===== src/design/signed_integer_range_parser_unit_defines.svh =====
// Assertion macros used by the parser top level.
`ifndef SIGNED_INTEGER_RANGE_PARSER_UNIT_DEFINES_SVH
`define SIGNED_INTEGER_RANGE_PARSER_UNIT_DEFINES_SVH

// Same-cycle implication, disabled while reset is asserted.
`define SIRP_ASSERT_NOW(label, clk, rstn, ante, cons, msg) \
    label: assert property (@(posedge clk) disable iff (!(rstn)) (ante) |-> (cons)) \
        else $error(msg);

// Next-cycle implication, disabled while reset is asserted.
`define SIRP_ASSERT_NEXT(label, clk, rstn, ante, cons, msg) \
    label: assert property (@(posedge clk) disable iff (!(rstn)) (ante) |=> (cons)) \
        else $error(msg);

`endif


===== src/design/sirp_pkg.sv =====
// Shared types and constants of the integer/range parser.
package sirp_pkg;

    typedef enum logic [3:0] {
        PH_IDLE   = 4'd0,
        PH_LEAD   = 4'd1,
        PH_PFX    = 4'd2,
        PH_FIRST  = 4'd3,
        PH_DIG    = 4'd4,
        PH_COLON  = 4'd5,
        PH_PFX2   = 4'd6,
        PH_FIRST2 = 4'd7,
        PH_DIG2   = 4'd8
    } phase_t;

    typedef enum logic [2:0] {
        ST_OK       = 3'd0,
        ST_SYNTAX   = 3'd1,
        ST_DIGITS   = 3'd2,
        ST_LIMIT    = 3'd3,
        ST_REVERSED = 3'd4,
        ST_DISJOINT = 3'd5
    } status_t;

    localparam logic [1:0] RADIX_DEC = 2'd0;
    localparam logic [1:0] RADIX_BIN = 2'd1;
    localparam logic [1:0] RADIX_HEX = 2'd2;

    localparam logic [1:0] REG_MODE = 2'd0;
    localparam logic [1:0] REG_LOW  = 2'd1;
    localparam logic [1:0] REG_HIGH = 2'd2;

    localparam logic [5:0] DIGITS_BIN = 6'd31;
    localparam logic [5:0] DIGITS_HEX = 6'd7;
    localparam logic [5:0] DIGITS_DEC = 6'd9;

    localparam logic signed [31:0] NUM_LIMIT_LO = -32'sd10000;
    localparam logic signed [31:0] NUM_LIMIT_HI = 32'sd10000;

    localparam logic [7:0] CH_NUL    = 8'h00;
    localparam logic [7:0] CH_TAB    = 8'h09;
    localparam logic [7:0] CH_LF     = 8'h0A;
    localparam logic [7:0] CH_SPACE  = 8'h20;
    localparam logic [7:0] CH_DOLLAR = 8'h24;
    localparam logic [7:0] CH_PLUS   = 8'h2B;
    localparam logic [7:0] CH_MINUS  = 8'h2D;
    localparam logic [7:0] CH_COLON  = 8'h3A;
    localparam logic [7:0] CH_UPPER_B = 8'h42;
    localparam logic [7:0] CH_LOWER_B = 8'h62;

    typedef struct packed {
        logic               range_mode;
        logic signed [31:0] low_bound;
        logic signed [31:0] high_bound;
    } cfg_t;

    typedef struct packed {
        logic               emit;
        status_t            status;
        logic signed [31:0] low_value;
        logic signed [31:0] high_value;
    } result_t;

endpackage


===== src/design/sirp_regs.sv =====
// APB configuration registers: mode and the two bounds.
module sirp_regs
    import sirp_pkg::*;
(
    input  logic        aclk,
    input  logic        aresetn,
    input  logic        psel,
    input  logic        penable,
    input  logic        pwrite,
    input  logic [3:0]  paddr,
    input  logic [31:0] pwdata,
    output logic [31:0] prdata,
    output logic        pready,
    output cfg_t        cfg
);

    logic               mode_reg;
    logic signed [31:0] low_reg;
    logic signed [31:0] high_reg;
    logic [1:0]         reg_idx;
    logic               wr_en;

    assign reg_idx = paddr[3:2];
    assign wr_en   = psel & penable & pwrite;
    assign pready  = 1'b1;

    always_ff @(posedge aclk) begin
        if (!aresetn) begin
            mode_reg <= 1'b1;
            low_reg  <= NUM_LIMIT_LO;
            high_reg <= NUM_LIMIT_HI;
        end else if (wr_en) begin
            unique case (reg_idx)
                REG_MODE: mode_reg <= pwdata[0];
                REG_LOW:  low_reg  <= $signed(pwdata);
                REG_HIGH: high_reg <= $signed(pwdata);
                default:  ;
            endcase
        end
    end

    always_comb begin
        unique case (reg_idx)
            REG_MODE: prdata = {31'd0, mode_reg};
            REG_LOW:  prdata = low_reg;
            REG_HIGH: prdata = high_reg;
            default:  prdata = 32'd0;
        endcase
    end

    assign cfg.range_mode = mode_reg;
    assign cfg.low_bound  = low_reg;
    assign cfg.high_bound = high_reg;

endmodule


===== src/design/sirp_core.sv =====
// Parser state registers and the single-character step logic.
module sirp_core
    import sirp_pkg::*;
(
    input  logic       aclk,
    input  logic       aresetn,
    input  logic       step_en,
    input  logic [7:0] char_in,
    input  logic       restart,
    input  cfg_t       cfg,
    output result_t    res
);

    phase_t             phase_reg, phase_next;
    logic               neg_reg, neg_next;
    logic [1:0]         radix_reg, radix_next;
    logic [5:0]         left_reg, left_next;
    logic signed [31:0] value_reg, value_next;
    logic signed [31:0] first_reg, first_next;

    // state as seen after an optional restart
    phase_t             ph;
    logic               neg;
    logic [1:0]         radix;
    logic [5:0]         left;
    logic signed [31:0] value;
    logic signed [31:0] first;

    logic [4:0]         dig;
    logic               blank;
    logic               second;
    logic               do_start, do_prefix, do_first, do_digit, do_finish, do_range;
    logic signed [31:0] ra, rb;
    logic signed [31:0] scaled;
    logic signed [31:0] sdig;

    // 0..15 for a hex digit character, 16 otherwise
    function automatic logic [4:0] digit_of(input logic [7:0] c);
        logic [4:0] d;
        d = 5'd16;
        if (c >= 8'h30 && c <= 8'h39) d = 5'(c - 8'h30);
        if (c >= 8'h41 && c <= 8'h46) d = 5'(c - 8'h41 + 8'd10);
        if (c >= 8'h61 && c <= 8'h66) d = 5'(c - 8'h61 + 8'd10);
        return d;
    endfunction

    function automatic logic digit_ok(input logic [4:0] d, input logic [1:0] r);
        logic ok;
        case (r)
            RADIX_BIN: ok = (d < 5'd2);
            RADIX_HEX: ok = (d < 5'd16);
            default:   ok = (d < 5'd10);
        endcase
        return ok;
    endfunction

    always_ff @(posedge aclk) begin
        if (!aresetn) begin
            phase_reg <= PH_IDLE;
        end else if (step_en) begin
            phase_reg <= phase_next;
        end
    end

    always_ff @(posedge aclk) begin
        if (step_en) begin
            neg_reg   <= neg_next;
            radix_reg <= radix_next;
            left_reg  <= left_next;
            value_reg <= value_next;
            first_reg <= first_next;
        end
    end

    always_comb begin
        if (restart) begin
            ph    = PH_LEAD;
            neg   = 1'b0;
            radix = RADIX_DEC;
            left  = 6'd0;
            value = 32'sd0;
            first = 32'sd0;
        end else begin
            ph    = phase_reg;
            neg   = neg_reg;
            radix = radix_reg;
            left  = left_reg;
            value = value_reg;
            first = first_reg;
        end
    end

    assign dig   = digit_of(char_in);
    assign blank = (char_in == CH_SPACE) || (char_in == CH_TAB);

    // value kept signed: a negative number subtracts each digit
    always_comb begin
        case (radix)
            RADIX_BIN: scaled = value <<< 1;
            RADIX_HEX: scaled = value <<< 4;
            default:   scaled = (value <<< 3) + (value <<< 1);
        endcase
    end

    always_comb begin
        phase_next = ph;
        neg_next   = neg;
        radix_next = radix;
        left_next  = left;
        value_next = value;
        first_next = first;
        res.emit       = 1'b0;
        res.status     = ST_OK;
        res.low_value  = 32'sd0;
        res.high_value = 32'sd0;
        do_start  = 1'b0;
        do_prefix = 1'b0;
        do_first  = 1'b0;
        do_digit  = 1'b0;
        do_finish = 1'b0;
        do_range  = 1'b0;
        ra        = first;
        rb        = value;
        sdig      = 32'sd0;
        second    = (ph == PH_COLON) || (ph == PH_PFX2) || (ph == PH_FIRST2)
                    || (ph == PH_DIG2);

        unique case (ph)
            PH_LEAD: begin
                if (blank) begin
                    phase_next = ph;
                end else if (cfg.range_mode && char_in == CH_COLON) begin
                    first_next = cfg.low_bound;
                    phase_next = PH_COLON;
                end else begin
                    do_start = 1'b1;
                end
            end
            PH_COLON: begin
                if (blank || char_in == CH_NUL || char_in == CH_LF) begin
                    do_range = 1'b1;
                    ra = first;
                    rb = cfg.high_bound;
                end else begin
                    do_start = 1'b1;
                end
            end
            PH_PFX, PH_PFX2:     do_prefix = 1'b1;
            PH_FIRST, PH_FIRST2: do_first  = 1'b1;
            PH_DIG, PH_DIG2:     do_digit  = 1'b1;
            default:             phase_next = PH_IDLE;
        endcase

        if (do_start) begin
            value_next = 32'sd0;
            if (char_in == CH_MINUS || char_in == CH_PLUS) begin
                neg_next   = (char_in == CH_MINUS);
                phase_next = second ? PH_PFX2 : PH_PFX;
            end else begin
                neg_next  = 1'b0;
                do_prefix = 1'b1;
            end
        end

        if (do_prefix) begin
            if (char_in == CH_LOWER_B || char_in == CH_UPPER_B) begin
                radix_next = RADIX_BIN;
                left_next  = DIGITS_BIN;
                phase_next = second ? PH_FIRST2 : PH_FIRST;
            end else if (char_in == CH_DOLLAR) begin
                radix_next = RADIX_HEX;
                left_next  = DIGITS_HEX;
                phase_next = second ? PH_FIRST2 : PH_FIRST;
            end else begin
                radix_next = RADIX_DEC;
                left_next  = DIGITS_DEC;
                do_first   = 1'b1;
            end
        end

        sdig = neg_next ? (32'sd0 - $signed({28'd0, dig[3:0]}))
                        : $signed({28'd0, dig[3:0]});

        if (do_first) begin
            if (digit_ok(dig, radix_next)) begin
                value_next = sdig;
                phase_next = second ? PH_DIG2 : PH_DIG;
            end else begin
                res.emit   = 1'b1;
                res.status = ST_SYNTAX;
            end
        end

        if (do_digit) begin
            if (digit_ok(dig, radix)) begin
                if (left == 6'd0) begin
                    res.emit   = 1'b1;
                    res.status = ST_DIGITS;
                end else begin
                    value_next = scaled + sdig;
                    left_next  = left - 6'd1;
                end
            end else begin
                do_finish = 1'b1;
            end
        end

        if (do_finish) begin
            if (!cfg.range_mode) begin
                res.emit = 1'b1;
                if (value < cfg.low_bound || value > cfg.high_bound) begin
                    res.status = ST_LIMIT;
                end else begin
                    res.low_value  = value;
                    res.high_value = value;
                end
            end else if (value < NUM_LIMIT_LO || value > NUM_LIMIT_HI) begin
                res.emit   = 1'b1;
                res.status = ST_LIMIT;
            end else if (!second && char_in == CH_COLON) begin
                first_next = value;
                phase_next = PH_COLON;
            end else begin
                do_range = 1'b1;
                ra = second ? first : value;
                rb = value;
            end
        end

        if (do_range) begin
            res.emit = 1'b1;
            if (ra > rb) begin
                res.status = ST_REVERSED;
            end else if (rb < cfg.low_bound || ra > cfg.high_bound) begin
                res.status = ST_DISJOINT;
            end else begin
                res.low_value  = (ra < cfg.low_bound) ? cfg.low_bound : ra;
                res.high_value = (rb > cfg.high_bound) ? cfg.high_bound : rb;
            end
        end

        if (res.emit) begin
            phase_next = PH_IDLE;
        end
    end

endmodule


===== src/design/signed_integer_range_parser_unit.sv =====
// Top level: input register, parser step, result register and APB configuration.
// Timing: a transferred character waits in the input register until the parse step takes it;
//   its result, if any, is registered onto m_valid; a stalled result holds the step back.
// Throughput: one character per cycle while m_ready is high.
// Reset: aresetn is synchronous, active low; it empties both registers, puts the parser
//   in idle (waiting for restart) and loads range_mode 1, bounds -10000 and 10000.
`include "signed_integer_range_parser_unit_defines.svh"
module signed_integer_range_parser_unit
    import sirp_pkg::*;
(
    input  logic               aclk,
    input  logic               aresetn,
    // configuration
    input  logic               psel,
    input  logic               penable,
    input  logic               pwrite,
    input  logic [3:0]         paddr,
    input  logic [31:0]        pwdata,
    output logic [31:0]        prdata,
    output logic               pready,
    // character stream
    input  logic               s_valid,
    output logic               s_ready,
    input  logic [7:0]         s_char_in,
    input  logic               s_restart,
    // results
    output logic               m_valid,
    input  logic               m_ready,
    output logic [2:0]         m_status,
    output logic signed [31:0] m_low_value,
    output logic signed [31:0] m_high_value
);

    cfg_t    cfg;
    result_t res;

    // input register: holds one transferred character until the step takes it
    logic       in_vld_reg;
    logic [7:0] in_char_reg;
    logic       in_restart_reg;

    // result register
    logic               out_vld_reg;
    status_t            out_status_reg;
    logic signed [31:0] out_low_reg;
    logic signed [31:0] out_high_reg;

    logic fire;      // parse step takes the buffered character this cycle
    logic out_free;  // result register can load this cycle

    sirp_regs u_regs (
        .aclk    (aclk),
        .aresetn (aresetn),
        .psel    (psel),
        .penable (penable),
        .pwrite  (pwrite),
        .paddr   (paddr),
        .pwdata  (pwdata),
        .prdata  (prdata),
        .pready  (pready),
        .cfg     (cfg)
    );

    sirp_core u_core (
        .aclk    (aclk),
        .aresetn (aresetn),
        .step_en (fire),
        .char_in (in_char_reg),
        .restart (in_restart_reg),
        .cfg     (cfg),
        .res     (res)
    );

    // A step only runs when the result register has room, so every
    // character can emit without a stall check of its own.
    assign out_free = !out_vld_reg || m_ready;
    assign fire     = in_vld_reg && out_free;
    assign s_ready  = !in_vld_reg || fire;

    always_ff @(posedge aclk) begin
        if (!aresetn) begin
            in_vld_reg <= 1'b0;
        end else if (s_ready) begin
            in_vld_reg <= s_valid;
        end
    end

    always_ff @(posedge aclk) begin
        if (s_valid && s_ready) begin
            in_char_reg    <= s_char_in;
            in_restart_reg <= s_restart;
        end
    end

    always_ff @(posedge aclk) begin
        if (!aresetn) begin
            out_vld_reg <= 1'b0;
        end else if (out_free) begin
            out_vld_reg <= fire && res.emit;
        end
    end

    always_ff @(posedge aclk) begin
        if (fire && res.emit) begin
            out_status_reg <= res.status;
            out_low_reg    <= res.low_value;
            out_high_reg   <= res.high_value;
        end
    end

    assign m_valid      = out_vld_reg;
    assign m_status     = out_status_reg;
    assign m_low_value  = out_low_reg;
    assign m_high_value = out_high_reg;

    // an error result never carries a value
    `SIRP_ASSERT_NOW(a_err_zero, aclk, aresetn,
        m_valid && m_status != ST_OK, m_low_value == 32'sd0 && m_high_value == 32'sd0,
        "error result with nonzero value")

    // with sane bounds an accepted result is ordered
    `SIRP_ASSERT_NOW(a_ok_order, aclk, aresetn,
        m_valid && m_status == ST_OK && cfg.low_bound <= cfg.high_bound,
        m_low_value <= m_high_value, "accepted result out of order")

    // a pending result is never overwritten by a new step
    `SIRP_ASSERT_NOW(a_no_overrun, aclk, aresetn,
        out_vld_reg && !m_ready, !fire, "parse step while result stalled")

    // a character transferred while the output does not stall is in the input register in the cycle after its transfer
    `SIRP_ASSERT_NEXT(a_step_follows, aclk, aresetn,
        s_valid && s_ready && out_free && !(out_vld_reg && !m_ready), in_vld_reg,
        "transferred character lost")

endmodule

===== config.mk =====
export PLATFORM = sky130hd
export DESIGN_NAME = signed_integer_range_parser_unit
export DESIGN_NICKNAME = d
export VERILOG_FILES = /design/src/design/sirp_pkg.sv /design/src/design/sirp_regs.sv /design/src/design/sirp_core.sv /design/src/design/signed_integer_range_parser_unit.sv
export VERILOG_INCLUDE_DIRS = /design/src /design/src/design
export SDC_FILE = /design/constraint.sdc
export NUM_CORES = 1
export LEC_CHECK = 0
export BUFFER_PORTS_ARGS = -buffer_cell sky130_fd_sc_hd__buf_2
export CAP_MARGIN = 25
export CORE_MARGIN = 10
export CORE_UTILIZATION = 60
export CTS_BUF_LIST = sky130_fd_sc_hd__clkbuf_4
export CTS_CLUSTER_SIZE = 8
export DETAILED_ROUTE_END_ITERATION = 10
export MAX_ROUTING_LAYER = met4
export PLACE_DENSITY = 0.9
export REMOVE_ABC_BUFFERS = 1
export SYNTH_ARGS = -nofsm -noshare
export SYNTH_HDL_FRONTEND = slang
export SYNTH_SLANG_ARGS = --single-unit

===== constraint.sdc =====
create_clock -name aclk -period 10.8 [get_ports aclk]
set_input_delay 2.16 -clock aclk [delete_from_list [all_inputs] [get_ports aclk]]
set_output_delay 2.16 -clock aclk [all_outputs]
set_load 0.05 [all_outputs]

==> impl_metrics.tcl, run 1 <==
set metrics [dict create \
    max_freq_mhz 107.8 \
    fin_tns_setup_ns 0 \
    clockBufferDepth 3 \
    worstPathMaxFanout 65 \
    wl_um 69490 \
    maxCapViolCount 0 \
    status "completed" \
    synth-async-reset-ratio_pct 0 \
    cp.arrival_ns 9.81 \
    vias_per_cell 6.773 \
    synth-main-ff-cell "edfxtp_1" \
    avgSynthCellArea_um2 8.559 \
    root_buffer "clkbuf_4" \
    cts_tree "built" \
    row_count 66 \
    drtIter0Drc 2153 \
    seq_area_um2 5896 \
    synthTopCellsByArea "edfxtp_1 22%, ha_1 18%, dfxtp_1 7.1%" \
    post_drt_wl_per_cell_um 23.45 \
    cts-buffers-inserted 58 \
    power_leakage_uw 0.009727 \
    insertion_delay_ns 0.81 \
    grt_pass1_wl_um 105500 \
    vias 20070 \
    place_congestion 1.043 \
    io_pins 154 \
    final-max-slew-violation-count 0 \
    yosysTopAreaCell "edfxtp_1" \
    synth-edff-count 149 \
    htreeDepth 2 \
    fp.dieW_um 202.8 \
    yosys_register_bits 220 \
    mostFrequentLayoutCell "nand2_1" \
    synth_cell_types 92 \
    synth_area_um2 20040 \
    dpl_cell_area_um2 21180 \
    clkTransAtPathRegs_ns 0.07 \
    fp.dieH_um 202.8 \
    ctsResizeCount 0 \
    gr-usage-all-layers_pct 33.18 \
    crit_type "flip-flop to flip-flop" \
    power_per_cell_area_nw_per_um2 103.7 \
    multi_input_area_um2 13170 \
    first_global_vias 18970 \
    hp-class "flip-flop to flip-flop" \
    rsz0062_at_grt "no" \
    final_cell_mix "291 x nand2_1, 289 x ha_1, 155 x inv_1" \
    cts_hold_buf 0 \
    die-area_um2 41120 \
    end_kind "flip-flop" \
    grt_start_max_net_pins 70 \
    irDropWorstVdd_v 0.00009829 \
    yosysSeqAreaShare_pct 29.41 \
    core_um2 32780 \
    drive_gt1_share_pct 12.22 \
    initial_core_util_pct 61.14 \
    dr.pass1.iters 6 \
    skew_ns 0.04525 \
    min_period_over_period_pct 85.92 \
    synthToLayoutAreaGrowth_pct 9.651 \
    post-cts-setup-buffers 0 \
    final_hold_viol_count 0 \
    fill_cells 2681 \
    ant_nets 0 \
    overflow 0 \
    ys_warn_count 0 \
    drcViolationCount 0 \
    relSlewSlack_pct 27.59 \
    synthCells 2342 \
    antenna_found_initial 1 \
    fin_nets 2814 \
    clock-sinks 220 \
    startpoint_type "flip-flop" \
    synth_top_area_share_pct 22.32 \
    period_minus_slack_ns 9.279 \
    dp_hpwl_um 51970 \
    tightest_slew_ns 1.080 \
    worstPathRequired_ns 11.33 \
    port-buffer-count 150 \
    setup_viol 0 \
    design_area_um2 21980 \
]
-- critical path, cell delays in order (launching register included) --
cell and delay [ns]:
edfxtp_1 0.35, buf_4 0.27, inv_2 0.68, nand2_1 0.21
ha_1 0.35, buf_4 0.47, o21ai_0 0.21, a22o_1 0.24
o21bai_1 0.59, or4_1 0.24, buf_4 0.46, or2_1 0.80
a21oi_1 0.33, ha_1 0.54, nand4_1 0.22, nor4_1 0.55
nand2_1 0.14, a211oi_1 0.21, nor4b_1 0.09, mux2_2 0.23
nand2_1 0.17, o2111a_1 0.20, a21boi_2 0.81, buf_4 0.46
o2bb2ai_1 0.13
-- through the flow --
stage	power (µW)	hold slack [ns]	std cells	setup slack (ns)	utilization, %
CTS	2272	0.5302	2963	1.895	67.03
finish	2279	0.5339	2964	1.521	67.04
global placement	1471	0.4979	2853	2.259	64.61
global route	2372	0.5540	2964	1.245	67.04
floorplan	1338	0.4804	2232	0.6670	-
detailed placement	1487	0.5220	2853	1.970	64.61
-- report_power, final --
part	leakage, µW	total (µW)	switching (µW)	internal, µW
Sequential	0.00203	949	21.2	928
Clock	0.000468	792	383	409
Combinational	0.00723	538	354	183
Total	0.00973	2280	758	1520
-- area by class of cell --
type / instances / share of cell area [%]
multi-input cells: 1855 / 59.94
flip-flops and latches: 220 / 26.82
repair buffers: 179 / 4.406
clock buffers: 84 / 2.869
inverters: 157 / 2.681
well taps: 442 / 2.516
clock inverters: 26 / 0.7514
diodes: 1 / 0.01139
-- path summary, 6_finish.rpt --
path,start,to,slack (ns),cells after the start
max,in_restart_reg$_DFFE_PP_,m_high_value[11]$_DFFE_PP_,1.52,24
min,u_regs.low_reg[3]$_SDFFE_PN0P_,u_regs.low_reg[3]$_SDFFE_PN0P_,0.53,2
max reg2reg,in_restart_reg$_DFFE_PP_,m_high_value[11]$_DFFE_PP_,1.52,24
min reg2reg,u_regs.low_reg[3]$_SDFFE_PN0P_,u_regs.low_reg[3]$_SDFFE_PN0P_,0.53,2
-- routing by layer --
metal	vias up	GRT usage [%]	share of wire (%)
li1	9152	-	-
met1	9437	41.63	41
met2	1259	51.33	44
met3	226	7.101	11
met4	0	13.32	3.8
met5	-	-	0
-- cell usage after synthesis (36+ instances only) --
library cell	instances
o21ai_0	139
dfxtp_1	71
nand4_1	54
nor3_1	38
a211oi_1	53
clkbuf_1	82
a21boi_0	41
ha_1	289
inv_1	157
edfxtp_1	149
nand2_1	291
nor2_1	118
a21oi_1	150
a21o_1	50
o22ai_1	36
mux2i_1	39
nand3_1	53
o211ai_1	47
-- logic make-up after synthesis --
logic type	synth area share (%)
AND/OR/NAND/NOR	16.97
XOR/XNOR	2.516
AO/OA/AOI/OAI	25.65
other	0.01871
buffers and inverters	5.131
multiplexers	2.060
flip-flops	29.41
adder cells (fa/ha/maj)	18.24
(Power assumes the default switching activity.)
==> inputs of run 2 (changes only) <==
PLACE_DENSITY = default   (was 0.9)
PLACE_DENSITY_LB_ADDON = 0.15   (was default)
==> run 2 against run 1 <==
Effect of this change:
- register-to-register slack better by 0.87 ns
- wire length is 3.0% lower
- global-route usage is 0.68 points lower
- sequential share of layout area hardly changed
- setup slack better by 0.87 ns
- clock power is 4.7% lower
==> impl_metrics.tcl, run 2 (same netlist as run 1, synthesis figures left out) <==
set metrics [dict create \
    worstPathMaxFanout 65 \
    cp.arrival_ns 8.98 \
    irDropWorstVdd_v 0.00008848 \
    rr_worst_depth 21 \
    hp-class "flip-flop to flip-flop" \
    final_cell_mix "291 x nand2_1, 288 x ha_1, 155 x inv_1" \
    post-cts-setup-buffers 0 \
    status "completed" \
    skew_ns 0.03094 \
    period_minus_slack_ns 8.408 \
    drtIter0Drc 1876 \
    ctsResizeCount 0 \
    final-max-slew-violation-count 0 \
    maxCapViolCount 0 \
    tightest_slew_ns 1.020 \
    fin_cells 2962 \
    min_period_over_period_pct 77.85 \
    cts_tree "built" \
    end_kind "flip-flop" \
    worstPathRequired_ns 11.37 \
    wl_um 67440 \
    gr-usage-all-layers_pct 32.49 \
    crit_type "flip-flop to flip-flop" \
    port-buffer-count 150 \
    synthToLayoutAreaGrowth_pct 9.657 \
    final_hold_viol_count 0 \
    min_from "u_regs.high_reg[29]$_SDFFE_PN0P_" \
    drcViolationCount 0 \
    ant_nets 0 \
    row_count 66 \
    rsz0062_at_grt "no" \
    vias 19580 \
    vias_per_cell 6.611 \
    insertion_delay_ns 0.78 \
    whs_endpoint "u_regs.high_reg[29]$_SDFFE_PN0P_" \
    post_drt_wl_per_cell_um 22.77 \
    clkTransAtPathRegs_ns 0.06 \
    overflow 0 \
    drive_gt1_share_pct 12.36 \
    mostFrequentLayoutCell "nand2_1" \
    dr.pass1.iters 7 \
    fp.dieW_um 202.8 \
    critical-path-slowest-cell "ha_2" \
    reg2reg_from "in_restart_reg$_DFFE_PP_" \
    core_um2 32780 \
    grt_pass1_wl_um 103700 \
    clock-sinks 220 \
    power_leakage_uw 0.009737 \
    dp_cells 2850 \
    setup_viol 0 \
    power_per_cell_area_nw_per_um2 101.8 \
    fin_nets 2812 \
    clockBufferDepth 3 \
    fp.dieH_um 202.8 \
    relSlewSlack_pct 31.70 \
    first_global_vias 18530 \
    dp_hpwl_um 51430 \
    whs_path_depth 2 \
    die-area_um2 41120 \
    cts-buffers-inserted 58 \
    worstPathCellList "inv_2, nand2_1, ha_2, o21ai_0, a22o_1, o21bai_1, or4_1, buf_4, or2_1, a21oi_1, ha_1, nand4_1, nor4_1, nand2_1, a211oi_1, nor4b_1, mux2_2, nand2_1, nand3_1, buf_4, o22ai_1" \
    root_buffer "clkbuf_4" \
    cp.buffers_inverters 3 \
    crit_family "simple AND/OR/NAND/NOR gates" \
    fill_cells 2822 \
    multi_input_area_um2 13180 \
    seq_area_um2 5896 \
    initial_core_util_pct 61.14 \
    max_stage_delay_ns 1.00 \
    antenna_found_initial 2 \
    htreeDepth 2 \
    place_congestion 1.005 \
    startpoint_type "flip-flop" \
    reg2reg_slack_ns 2.39 \
    fin_tns_setup_ns 0 \
    io_pins 154 \
    crit_path_frequent_cell "nand2_1" \
    max_freq_mhz 118.9 \
    reg2reg_to "m_low_value[20]$_DFFE_PP_" \
    grt_start_max_net_pins 76 \
    cts_hold_buf 0 \
]
## run 2: cell types whose count changed in the layout (fill, tap and decap cells not counted), sizes merged
| cell | delta |
|---|---|
| buf | -2 |
| clkbuf | +8 |
| diode | +2 |
| bufinv | -2 |
| clkinvlp | -1 |
| clkinv | -7 |
## run 2: where the power goes
part / total (µW) / internal, µW / switching [µW]
clock: 755 / 386 / 369
combinational: 534 / 184 / 350
sequential: 948 / 928 / 20.6
total: 2240 / 1500 / 740
## run 2: worst max path at each step
stage | start | end | slack, ns | cells past startpoint
detailed placement | in_restart_reg$_DFFE_PP_ | m_high_value[20]$_DFFE_PP_ | 2.64 | 21
finish | in_restart_reg$_DFFE_PP_ | m_low_value[20]$_DFFE_PP_ | 2.39 | 21
global route | in_restart_reg$_DFFE_PP_ | m_high_value[14]$_DFFE_PP_ | 1.94 | 21
floorplan | in_restart_reg$_DFFE_PP_ | m_low_value[0]$_DFFE_PP_ | 0.67 | 21
global placement | in_restart_reg$_DFFE_PP_ | m_high_value[24]$_DFFE_PP_ | 2.66 | 21
CTS | in_restart_reg$_DFFE_PP_ | m_high_value[6]$_DFFE_PP_ | 2.61 | 21
## run 2: cell type report
class | count | share of cell area, %
repair buffers | 177 | 4.520
clock inverters | 16 | 0.3017
well taps | 442 | 2.516
clock buffers | 92 | 3.142
diodes | 3 | 0.03415
inverters | 157 | 2.681
flip-flops and latches | 220 | 26.82
multi-input cells | 1855 | 59.98
## run 2: worst register-to-register path, cell delays in order, from the launching register on
cell and delay (ns):
edfxtp_1 0.39, inv_2 0.16, nand2_1 0.10, ha_2 1.00, o21ai_0 0.21, a22o_1 0.25
o21bai_1 0.56, or4_1 0.22, buf_4 0.49, or2_1 0.75, a21oi_1 0.34, ha_1 0.52
nand4_1 0.24, nor4_1 0.56, nand2_1 0.23, a211oi_1 0.22, nor4b_1 0.08, mux2_2 0.31
nand2_1 0.20, nand3_1 0.64, buf_4 0.52, o22ai_1 0.24
## run 2: through the flow
stage / power (µW) / utilization [%] / worst slack [ns] / area (µm²) / hold slack [ns]
after global routing: 2336 / 67.04 / 1.936 / 21980 / 0.5430
after floorplan: 1338 / - / 0.6670 / 19610 / 0.4804
final: 2237 / 67.04 / 2.392 / 21980 / 0.5273
after CTS: 2232 / 66.94 / 2.609 / 21940 / 0.5263
after global placement: 1470 / 64.54 / 2.664 / 21160 / 0.5051
after detailed placement: 1484 / 64.63 / 2.638 / 21190 / 0.5155
## run 2: per-layer routing
metal  GRT usage [%]  routed length [µm]
met1           41.32               28420
met2           50.75               30470
met3           5.986                6414
met4           12.10                2139
met5               -                   0
